### src/sv/h2r_pkg.sv
// ----------------------------------------------------------------------------
// h2r_pkg
// Shared types and constants of the HSV to RGB converter.
// ----------------------------------------------------------------------------
package h2r_pkg;

  localparam int unsigned HUE_W        = 16;  // hue port width
  localparam int unsigned CH_W         = 8;   // color channel width
  localparam int unsigned HUE_BITS_DEF = 16;  // default hue fraction bits
  localparam int unsigned PIPE_LAT     = 6;   // request to result, in cycles

  localparam logic [CH_W-1:0] CH_MAX = 8'd255;

  // floor(x / 255) == (x * RECIP_255) >> RECIP_SHIFT for any 16-bit x
  localparam logic [15:0] RECIP_255   = 16'd32897;
  localparam int unsigned RECIP_SHIFT = 23;

  typedef enum logic [2:0] {
    SEC_RED     = 3'd0,
    SEC_YELLOW  = 3'd1,
    SEC_GREEN   = 3'd2,
    SEC_CYAN    = 3'd3,
    SEC_BLUE    = 3'd4,
    SEC_MAGENTA = 3'd5
  } sector_e;

  typedef struct packed {
    logic    valid;
    sector_e sector;
  } ctl_t;

endpackage

### src/sv/hsv_to_rgb_converter.sv
// ----------------------------------------------------------------------------
// hsv_to_rgb_converter
// Fully pipelined HSV to RGB color conversion, one pixel per clock.
// ----------------------------------------------------------------------------
// Takes one request per clock: busy_o is never raised, so start_i may stay
// high every cycle. Each request yields one RGB result, shown for one cycle
// with done_o; the receiver cannot stall and must take it then. The six
// register stages are hue times six with V*(1-S); f*S, (1-f)*S and the
// divide by 255 for p; V*f*S and V*(1-f)*S; the rounding add; the divide by
// 255 for q and t as reciprocal multiplies; and the sector table. That stage
// count sets the latency.
// Hue bits above HUE_BITS are ignored; results match truncation toward zero.
module hsv_to_rgb_converter #(
  parameter int unsigned HUE_BITS = h2r_pkg::HUE_BITS_DEF
) (
  input  logic                      clk_i,
  input  logic                      rst_ni,
  input  logic                      start_i,
  output logic                      busy_o,
  input  logic [h2r_pkg::HUE_W-1:0] hue_i,
  input  logic [h2r_pkg::CH_W-1:0]  saturation_i,
  input  logic [h2r_pkg::CH_W-1:0]  brightness_i,
  output logic                      done_o,
  output logic [h2r_pkg::CH_W-1:0]  red_o,
  output logic [h2r_pkg::CH_W-1:0]  green_o,
  output logic [h2r_pkg::CH_W-1:0]  blue_o
);
  import h2r_pkg::*;

  logic                req_w;
  ctl_t                s1_ctl, s5_ctl;
  logic [HUE_BITS-1:0] s1_frac;
  logic [CH_W-1:0]     s1_sat, s1_val;
  logic [2*CH_W-1:0]   s1_pnum;
  logic [CH_W-1:0]     s5_val, s5_p, s5_dq, s5_dt;

  assign busy_o = 1'b0;
  assign req_w  = start_i & ~busy_o;

  h2r_sector #(
    .HUE_BITS(HUE_BITS)
  ) u_sector (
    .clk_i  (clk_i),
    .rst_ni (rst_ni),
    .req_i  (req_w),
    .hue_i  (hue_i),
    .sat_i  (saturation_i),
    .val_i  (brightness_i),
    .ctl_o  (s1_ctl),
    .frac_o (s1_frac),
    .sat_o  (s1_sat),
    .val_o  (s1_val),
    .pnum_o (s1_pnum)
  );

  h2r_scale #(
    .HUE_BITS(HUE_BITS)
  ) u_scale (
    .clk_i  (clk_i),
    .rst_ni (rst_ni),
    .ctl_i  (s1_ctl),
    .frac_i (s1_frac),
    .sat_i  (s1_sat),
    .val_i  (s1_val),
    .pnum_i (s1_pnum),
    .ctl_o  (s5_ctl),
    .val_o  (s5_val),
    .p_o    (s5_p),
    .dq_o   (s5_dq),
    .dt_o   (s5_dt)
  );

  h2r_select u_select (
    .clk_i   (clk_i),
    .rst_ni  (rst_ni),
    .ctl_i   (s5_ctl),
    .val_i   (s5_val),
    .p_i     (s5_p),
    .dq_i    (s5_dq),
    .dt_i    (s5_dt),
    .done_o  (done_o),
    .red_o   (red_o),
    .green_o (green_o),
    .blue_o  (blue_o)
  );

endmodule

### src/sv/h2r_sector.sv
// ----------------------------------------------------------------------------
// h2r_sector
// First stage: hue times six into sector and fraction, p numerator.
// ----------------------------------------------------------------------------
module h2r_sector #(
  parameter int unsigned HUE_BITS = h2r_pkg::HUE_BITS_DEF
) (
  input  logic                       clk_i,
  input  logic                       rst_ni,
  input  logic                       req_i,
  input  logic [h2r_pkg::HUE_W-1:0]  hue_i,
  input  logic [h2r_pkg::CH_W-1:0]   sat_i,
  input  logic [h2r_pkg::CH_W-1:0]   val_i,
  output h2r_pkg::ctl_t              ctl_o,
  output logic [HUE_BITS-1:0]        frac_o,
  output logic [h2r_pkg::CH_W-1:0]   sat_o,
  output logic [h2r_pkg::CH_W-1:0]   val_o,
  output logic [2*h2r_pkg::CH_W-1:0] pnum_o
);
  import h2r_pkg::*;

  logic [HUE_BITS-1:0]   hue_w;
  logic [HUE_BITS+2:0]   h6_w;
  logic [2*CH_W-1:0]     pnum_w;
  ctl_t                  ctl_d, ctl_q;
  logic [HUE_BITS-1:0]   frac_q;
  logic [CH_W-1:0]       sat_q, val_q;
  logic [2*CH_W-1:0]     pnum_q;

  // upper hue bits beyond HUE_BITS are dropped, missing ones read as zero
  assign hue_w  = HUE_BITS'(hue_i);
  assign h6_w   = ((HUE_BITS+3)'(hue_w) << 2) + ((HUE_BITS+3)'(hue_w) << 1);
  assign pnum_w = val_i * (CH_MAX - sat_i);

  assign ctl_d.valid  = req_i;
  assign ctl_d.sector = sector_e'(h6_w[HUE_BITS+2:HUE_BITS]);

  always_ff @(posedge clk_i or negedge rst_ni) begin
    if (!rst_ni) begin
      ctl_q <= '0;
    end else begin
      ctl_q <= ctl_d;
    end
  end

  always_ff @(posedge clk_i) begin
    frac_q <= h6_w[HUE_BITS-1:0];
    sat_q  <= sat_i;
    val_q  <= val_i;
    pnum_q <= pnum_w;
  end

  assign ctl_o  = ctl_q;
  assign frac_o = frac_q;
  assign sat_o  = sat_q;
  assign val_o  = val_q;
  assign pnum_o = pnum_q;

endmodule

### src/sv/h2r_scale.sv
// ----------------------------------------------------------------------------
// h2r_scale
// Stages two to five: p, and the ceiling terms subtracted from V for q and t.
// ----------------------------------------------------------------------------
module h2r_scale #(
  parameter int unsigned HUE_BITS = h2r_pkg::HUE_BITS_DEF
) (
  input  logic                       clk_i,
  input  logic                       rst_ni,
  input  h2r_pkg::ctl_t              ctl_i,
  input  logic [HUE_BITS-1:0]        frac_i,
  input  logic [h2r_pkg::CH_W-1:0]   sat_i,
  input  logic [h2r_pkg::CH_W-1:0]   val_i,
  input  logic [2*h2r_pkg::CH_W-1:0] pnum_i,
  output h2r_pkg::ctl_t              ctl_o,
  output logic [h2r_pkg::CH_W-1:0]   val_o,
  output logic [h2r_pkg::CH_W-1:0]   p_o,
  output logic [h2r_pkg::CH_W-1:0]   dq_o,
  output logic [h2r_pkg::CH_W-1:0]   dt_o
);
  import h2r_pkg::*;

  localparam int unsigned AW = HUE_BITS + CH_W;      // f*s
  localparam int unsigned YW = HUE_BITS + 2*CH_W;    // v*f*s

  // stage 2: f*s, (1-f)*s, p
  logic [HUE_BITS:0]    omf_w;
  logic [AW:0]          at_full_w;
  logic [31:0]          pprod_w;
  ctl_t                 ctl2_q;
  logic [AW-1:0]        aq2_q, at2_q;
  logic [CH_W-1:0]      val2_q, p2_q;

  // stage 3: v*f*s and v*(1-f)*s
  ctl_t                 ctl3_q;
  logic [YW-1:0]        yq3_q, yt3_q;
  logic [CH_W-1:0]      val3_q, p3_q;

  // stage 4: ceil(y / 2^HUE_BITS) + 254
  logic [YW-1:0]        rnd_w;
  logic [YW-1:0]        sq_w, st_w;
  ctl_t                 ctl4_q;
  logic [2*CH_W-1:0]    nq4_q, nt4_q;
  logic [CH_W-1:0]      val4_q, p4_q;

  // stage 5: divide by 255
  logic [31:0]          dqprod_w, dtprod_w;
  ctl_t                 ctl5_q;
  logic [CH_W-1:0]      dq5_q, dt5_q, val5_q, p5_q;

  assign omf_w     = ((HUE_BITS+1)'(1) << HUE_BITS) - (HUE_BITS+1)'(frac_i);
  assign at_full_w = omf_w * sat_i;
  assign pprod_w   = 32'(pnum_i) * 32'(RECIP_255);

  // rounding constant 255*2^HUE_BITS - 1: ceiling plus the 254 for ceil(/255)
  assign rnd_w = (YW'(CH_MAX) << HUE_BITS) - YW'(1);
  assign sq_w  = yq3_q + rnd_w;
  assign st_w  = yt3_q + rnd_w;

  assign dqprod_w = 32'(nq4_q) * 32'(RECIP_255);
  assign dtprod_w = 32'(nt4_q) * 32'(RECIP_255);

  always_ff @(posedge clk_i or negedge rst_ni) begin
    if (!rst_ni) begin
      ctl2_q <= '0;
      ctl3_q <= '0;
      ctl4_q <= '0;
      ctl5_q <= '0;
    end else begin
      ctl2_q <= ctl_i;
      ctl3_q <= ctl2_q;
      ctl4_q <= ctl3_q;
      ctl5_q <= ctl4_q;
    end
  end

  always_ff @(posedge clk_i) begin
    aq2_q  <= frac_i * sat_i;
    at2_q  <= at_full_w[AW-1:0];
    val2_q <= val_i;
    p2_q   <= pprod_w[RECIP_SHIFT+CH_W-1:RECIP_SHIFT];

    yq3_q  <= YW'(val2_q) * YW'(aq2_q);
    yt3_q  <= YW'(val2_q) * YW'(at2_q);
    val3_q <= val2_q;
    p3_q   <= p2_q;

    nq4_q  <= sq_w[YW-1:HUE_BITS];
    nt4_q  <= st_w[YW-1:HUE_BITS];
    val4_q <= val3_q;
    p4_q   <= p3_q;

    dq5_q  <= dqprod_w[RECIP_SHIFT+CH_W-1:RECIP_SHIFT];
    dt5_q  <= dtprod_w[RECIP_SHIFT+CH_W-1:RECIP_SHIFT];
    val5_q <= val4_q;
    p5_q   <= p4_q;
  end

  assign ctl_o = ctl5_q;
  assign val_o = val5_q;
  assign p_o   = p5_q;
  assign dq_o  = dq5_q;
  assign dt_o  = dt5_q;

endmodule

### src/sv/h2r_select.sv
// ----------------------------------------------------------------------------
// h2r_select
// Last stage: q and t from V, sector table, output registers.
// ----------------------------------------------------------------------------
module h2r_select (
  input  logic                     clk_i,
  input  logic                     rst_ni,
  input  h2r_pkg::ctl_t            ctl_i,
  input  logic [h2r_pkg::CH_W-1:0] val_i,
  input  logic [h2r_pkg::CH_W-1:0] p_i,
  input  logic [h2r_pkg::CH_W-1:0] dq_i,
  input  logic [h2r_pkg::CH_W-1:0] dt_i,
  output logic                     done_o,
  output logic [h2r_pkg::CH_W-1:0] red_o,
  output logic [h2r_pkg::CH_W-1:0] green_o,
  output logic [h2r_pkg::CH_W-1:0] blue_o
);
  import h2r_pkg::*;

  logic [CH_W-1:0] q_w, t_w;
  logic [CH_W-1:0] red_d, green_d, blue_d;
  logic [CH_W-1:0] red_q, green_q, blue_q;
  logic            done_q;

  // the ceiling terms never exceed V
  assign q_w = val_i - dq_i;
  assign t_w = val_i - dt_i;

  always_comb begin
    unique case (ctl_i.sector)
      SEC_RED:     begin red_d = val_i; green_d = t_w;   blue_d = p_i;   end
      SEC_YELLOW:  begin red_d = q_w;   green_d = val_i; blue_d = p_i;   end
      SEC_GREEN:   begin red_d = p_i;   green_d = val_i; blue_d = t_w;   end
      SEC_CYAN:    begin red_d = p_i;   green_d = q_w;   blue_d = val_i; end
      SEC_BLUE:    begin red_d = t_w;   green_d = p_i;   blue_d = val_i; end
      default:     begin red_d = val_i; green_d = p_i;   blue_d = q_w;   end
    endcase
  end

  always_ff @(posedge clk_i or negedge rst_ni) begin
    if (!rst_ni) begin
      done_q <= 1'b0;
    end else begin
      done_q <= ctl_i.valid;
    end
  end

  always_ff @(posedge clk_i) begin
    red_q   <= red_d;
    green_q <= green_d;
    blue_q  <= blue_d;
  end

  assign done_o  = done_q;
  assign red_o   = red_q;
  assign green_o = green_q;
  assign blue_o  = blue_q;

endmodule

### config.mk
export PLATFORM = sky130hd
export DESIGN_NAME = hsv_to_rgb_converter
export DESIGN_NICKNAME = d
export VERILOG_FILES = /design/src/sv/h2r_pkg.sv /design/src/sv/hsv_to_rgb_converter.sv /design/src/sv/h2r_sector.sv /design/src/sv/h2r_scale.sv /design/src/sv/h2r_select.sv
export SDC_FILE = /design/constraint.sdc
export NUM_CORES = 2
export LEC_CHECK = 0
export BUFFER_PORTS_ARGS = -buffer_cell sky130_fd_sc_hd__buf_4
export CAP_MARGIN = 25
export CORE_ASPECT_RATIO = 1.2
export CORE_MARGIN = 2
export CORE_UTILIZATION = 65
export DETAILED_ROUTE_END_ITERATION = 12
export GPL_TIMING_DRIVEN = 0
export PLACE_DENSITY = 0.82
export SLEW_MARGIN = 0
export SYNTH_ARGS = -nofsm -noshare
export SYNTH_HDL_FRONTEND = slang
export SYNTH_HIERARCHICAL = 1
export SYNTH_SLANG_ARGS = --single-unit
### constraint.sdc
create_clock -name clk_i -period 6.9 [get_ports clk_i]
set_input_delay 0.345 -clock clk_i [delete_from_list [all_inputs] [get_ports clk_i]]
set_output_delay 0.345 -clock clk_i [all_outputs]
set_load 0.02 [all_outputs]
# After elaboration in Yosys (flattened, before gate mapping)
# Index checks and enable logic that the tools add are counted.
[word_totals]
reg_bits = 317
inputBits = 35
out_inout_bits = 26
wordCells = 61
[classes]
add_sub_neg = 7
multipliers = 8
n_eq_ne = 4
mux = 3
reduce_logical = 5
[op_table]
columns = ["operator", "count"]
rows = [
  ["$mul A16 B16 Y31 const B", 3],
  ["$pmux W8 S3", 3],
  ["$add A32 B24 Y32 const B", 2],
  ["$mul A8 B24 Y32", 2],
  ["$mul A16 B8 Y24", 1],
  ["$mul A17 B8 Y24", 1],
  ["$add A18 B17 Y19", 1],
  ["$sub A17 B16 Y17 const A", 1],
  ["$mul A8 B16 Y16", 1],
  ["$sub A8 B8 Y8", 2],
  ["$sub A8 B8 Y9 const A", 1],
  ["$reduce_or A2 Y1", 4],
  ["$eq A3 B2 Y1 const B", 2],
  ["$eq A3 B1 Y1 const B", 1],
  ["$eq A3 B3 Y1 const B", 1],
  ["$logic_not A3 Y1", 1],
]

# Longest topological paths before layout
[depth]
word_depth = 3
ltp_mapped = 25
ltp_nobuf = 23

# Cells and area by module
# The synthesis kept the hierarchy.
[modules_own_cells]
columns = ["mod", "instances", "cells_per_inst", "area_each_um2", "seq_area_each_um2"]
rows = [
  ["h2r_scale", 1, 2977, 28591.2, 4844.6],
  ["h2r_sector", 1, 404, 3975.1, 1041.0],
  ["h2r_select", 1, 296, 2334.7, 505.5],
  ["hsv_to_rgb_converter", 1, 2, 11.3, 0.0],
]

# Worst setup path before layout
# OpenSTA, ideal clock, no wires.
[synth_timing]
path_kind = "register to register"
from = "register u_sector.frac_q[1], in the netlist u_sector/frac_o[1]"
to = "register u_scale.at2_q[23]"
setup_time_ps = 72
arrival_time_ps = 5462
required_time_ps = 6828
setup_slack_ps = 1366
path_stages_with_launch = 24
path_buffers = 1
period_less_slack_ps = 5534
cell_sequence = "dfxtp_1 clkbuf_1 inv_1 ha_1 nand2_1 or2_2 or3_4 nor3_1 xnor2_1 and2_1 fa_1 fa_1 fa_1 inv_1 fa_1 inv_1 ha_1 a21o_1 a21o_1 a21o_1 a41oi_2 o21ai_0 a21oi_1 xnor2_1"
[synth_between]
elab_chain_cells = 2
[synth_lines]
columns = ["item", "line", "rtl"]
rows = [
  ["start: declaration", "h2r_sector.sv:26", "logic [HUE_BITS-1:0] frac_q;"],
  ["start signal: assignment", "h2r_sector.sv:47", "frac_q <= h6_w[HUE_BITS-1:0];"],
  ["$sub A17 B16 Y17", "h2r_scale.sv:51", "assign omf_w = ((HUE_BITS+1)'(1) << HUE_BITS) - (HUE_BITS+1)'(frac_i);"],
  ["$mul A17 B8 Y24", "h2r_scale.sv:52", "assign at_full_w = omf_w * sat_i;"],
  ["named net u_scale.at_full_w[23]", "h2r_scale.sv:28", "logic [AW:0] at_full_w;"],
  ["end signal: assignment", "h2r_scale.sv:79", "at2_q <= at_full_w[AW-1:0];"],
  ["end: declaration", "h2r_scale.sv:31", "logic [AW-1:0] aq2_q, at2_q;"],
]
# The timed path passes the listed nets, and every way through them passes these cells.

# Final worst setup path
# Same ends and word-level chain as after synthesis.

==> flow_summary.yaml <==
sta:
  maxSlewHeadroom_pct: 42.3
  worstMarginPinSlew_ns: 0.865
  setup_violations: 0
  rsz0062_at_grt: "false"
  final_max_slew_viol_count: 0
  finalSetupTns_ns: 0
  period_share_pct: 94.3
  skew_ns: 0.0367
  fmax_mhz: 154
  whs_ns: 0.0238
  finalHoldViolations: 0
  min_period_ns: 6.51
critical_path:
  path_class: "reg2reg"
  reg2reg_to: "u_scale/at2_q[23]$_DFF_P_"
  crit_fanout: 10
  rrSetupSlack_ns: 0.39
  crit_path_start_kind: "flip-flop"
  worstSetupEndpointType: "flip-flop"
  worstReg2RegStart: "u_sector/frac_o[1]$_DFF_P_"
  critPathArrivalTime_ns: 6.95
  required_ns: 7.34
  r2r_cells: 22
final_layout:
  syn_to_final_growth_pct: 7.75
  fin_cells: 4532
  nets: 4761
  nFillCells: 4030
  regArea_mm2: 0.00639
  drive_gt1_share_pct: 5.16
  fin_util_pct: 70.4
  multiInputGateArea_mm2: 0.0260
logic_synthesis:
  synthesis.area_mm2: 0.0349
  async_flop_share_pct: 6.69
  syn-num-nets: 4646
  synth_top_cell_by_area: "fa_1"
  synth_edf_count: 0
  synth.area.top_cells: "fa_1, dfxtp_1, ha_1"
  synth_cells: 3679
  ys_seq_area_share_pct: 18.3
  synth.avg_cell_area_um2: 9.49
  synth_top_area_share_pct: 27.4
  yosys.cell_types.count: 94
  ys.flop_type: "dfxtp_1"
  synth.ff_latch_count: 314
  yosysMostFrequentCell: "inv_1"
  synthTopCellsByCount: "inv_1, fa_1, ha_1"
  yosysWarnings: 6
routing:
  firstDrtPassIters: 7
  routed_via_density: 5.65
  drt_wl_total_um: 78400
  route.detailed.drc: 0
  routedWlPerCell_um: 17.3
  drt-initial-drc-count: 1632
  num_vias: 25600
  final_antenna_net_count: 0
grt:
  grt_pass1_wl_um: 130000
  overflow: 0
  track_usage_pct: 29.0
  antenna_found_initial: 0
  grt_max_degree: 22
  grt_pass1_vias: 27000
placement:
  place_inst: 4450
  place_congestion: 0.973
  portBuffers: 59
  hpwl_um: 63200
status:
  status: "finished, final reports clean"
clock_network:
  cts_root_buf: "clkbuf_16"
  htreeDepth: 2
  clk_path_buf_depth: 3
  cts_setup_buffers: 0
  clkSlewWorstSetupHoldPaths_ns: 0.06
  cts_resized: 0
  cts_tree: "yes"
  clock_latency_ns: 0.56
  cts_buffers: 34
  clock_sinks: 314
hold_path:
  min_to: "u_sector/frac_o[2]$_DFF_P_"
  whs_path_depth: 2
  hold_path.class: "in2reg"
  hold_path_startpoint: "hue_i[1]"
die:
  dieArea_mm2: 0.0556
  die_h_um: 258
  die_w_um: 216
  io_pins: 61
  fp-row-count: 93
  core-area_mm2: 0.0534
  floorplan.initialDensity_pct: 65.4
run:
  drv_cap: 0
## layout make-up
class	instances	share of cell area (%)
Timing Repair Buffer	79	1.71
Inverter	563	5.62
Tap cell	712	2.37
Clock inverter	21	0.682
Antenna cell	1	0.00665
Clock buffer	40	2.43
Multi-Input combinational cell	2698	69.1
Sequential cell	314	17.0
Buffer	104	1.13
## cell usage in the layout (no fill, tap or decap), drive strengths merged, types with 15 or more instances in the layout
cell type	instances
and2	384
ha	455
nor2b	62
dfrtp	21
o21bai	19
dlygate4sd3	20
nor2	117
a21o	66
o21ai	84
clkbuf	125
a31oi	20
xor2	54
a21oi	115
mux2i	15
fa	477
a211oi	23
nor3	43
inv	568
dfxtp	293
nor4	22
and3	20
xnor2	118
o21a	28
o211ai	16
nand2b	40
nand3	40
buf	78
nand2	338
## per-stage QoR
step           area (µm²)  worst slack, ns
2_1_floorplan       34900             1.37
3_3_place_gp        36200            0.470
3_5_place_dp        36200            0.412
4_1_cts             37600            0.383
5_1_grt             37600           0.0321
6_report            37600            0.394
## cell families (layout without fill, tap and decap cells)
logic type / after synthesis / count (layout) / synth area share [%]
flops: 314 / 314 / 18.3
simple gates: 1117 / 1117 / 17.1
mux: 18 / 18 / 0.527
compound gates: 457 / 457 / 8.77
xor+xnor: 172 / 172 / 4.34
other cells: 2 / 3 / 0.0215
fa+ha+maj: 932 / 932 / 43.7
buf+inv: 667 / 807 / 7.27
## timing repair
item | CTS | global route
hold buffers | 20 | 0
endpoints found under the setup margin | 0 | 0
endpoints found under the hold margin | 40 | 0
## worst max path at each step
stage                                     from                   endpoint  slack [ns]
CTS                 u_sector/frac_o[1]$_DFF_P_  u_scale/at2_q[23]$_DFF_P_        0.38
finish              u_sector/frac_o[1]$_DFF_P_  u_scale/at2_q[23]$_DFF_P_        0.39
floorplan           u_sector/frac_o[1]$_DFF_P_  u_scale/at2_q[23]$_DFF_P_        1.37
global route        u_sector/frac_o[1]$_DFF_P_  u_scale/at2_q[23]$_DFF_P_        0.03
detailed placement  u_sector/frac_o[1]$_DFF_P_  u_scale/at2_q[23]$_DFF_P_        0.41
global placement    u_sector/frac_o[1]$_DFF_P_  u_scale/at2_q[23]$_DFF_P_        0.47
## registers in the layout, summed over array words and instances, names as in the netlist, 15 cells and up
signal,count
u_scale/yq3_q,31
u_scale/nt4_q,16
u_sector/frac_o,15
u_sector/pnum_o,16
u_scale/aq2_q,23
u_scale/at2_q,24
u_scale/nq4_q,16
u_scale/yt3_q,32
## critical path, stage by stage (launching register included)
cell	delay [ns]
dfxtp_1	0.32
clkbuf_1	0.23
inv_1	0.10
ha_1	0.20
nand2_1	0.10
or2_2	0.32
or3_4	0.38
xor2_1	0.53
and2_1	0.23
fa_1	0.42
fa_1	0.48
fa_1	0.55
inv_1	0.05
fa_1	0.53
inv_1	0.05
ha_1	0.34
nand3_1	0.08
or4_1	0.44
nand3_1	0.18
a41oi_2	0.19
o21ai_0	0.22
a21oi_1	0.11
xnor2_1	0.31
## metal layers
metal	up-vias	share of wire [%]	global-route usage, %	routed length [µm]
met5	-	0	0	0
met4	0	4.7	13.6	3720
met3	215	5.9	3.79	4600
met2	873	51	52.6	40100
met1	12500	38	34.0	30000
li1	12000	-	-	-
Power is left out: the tool's default activity adds up to more than one toggle a clock period on the data nets, which glitch-free logic cannot reach.
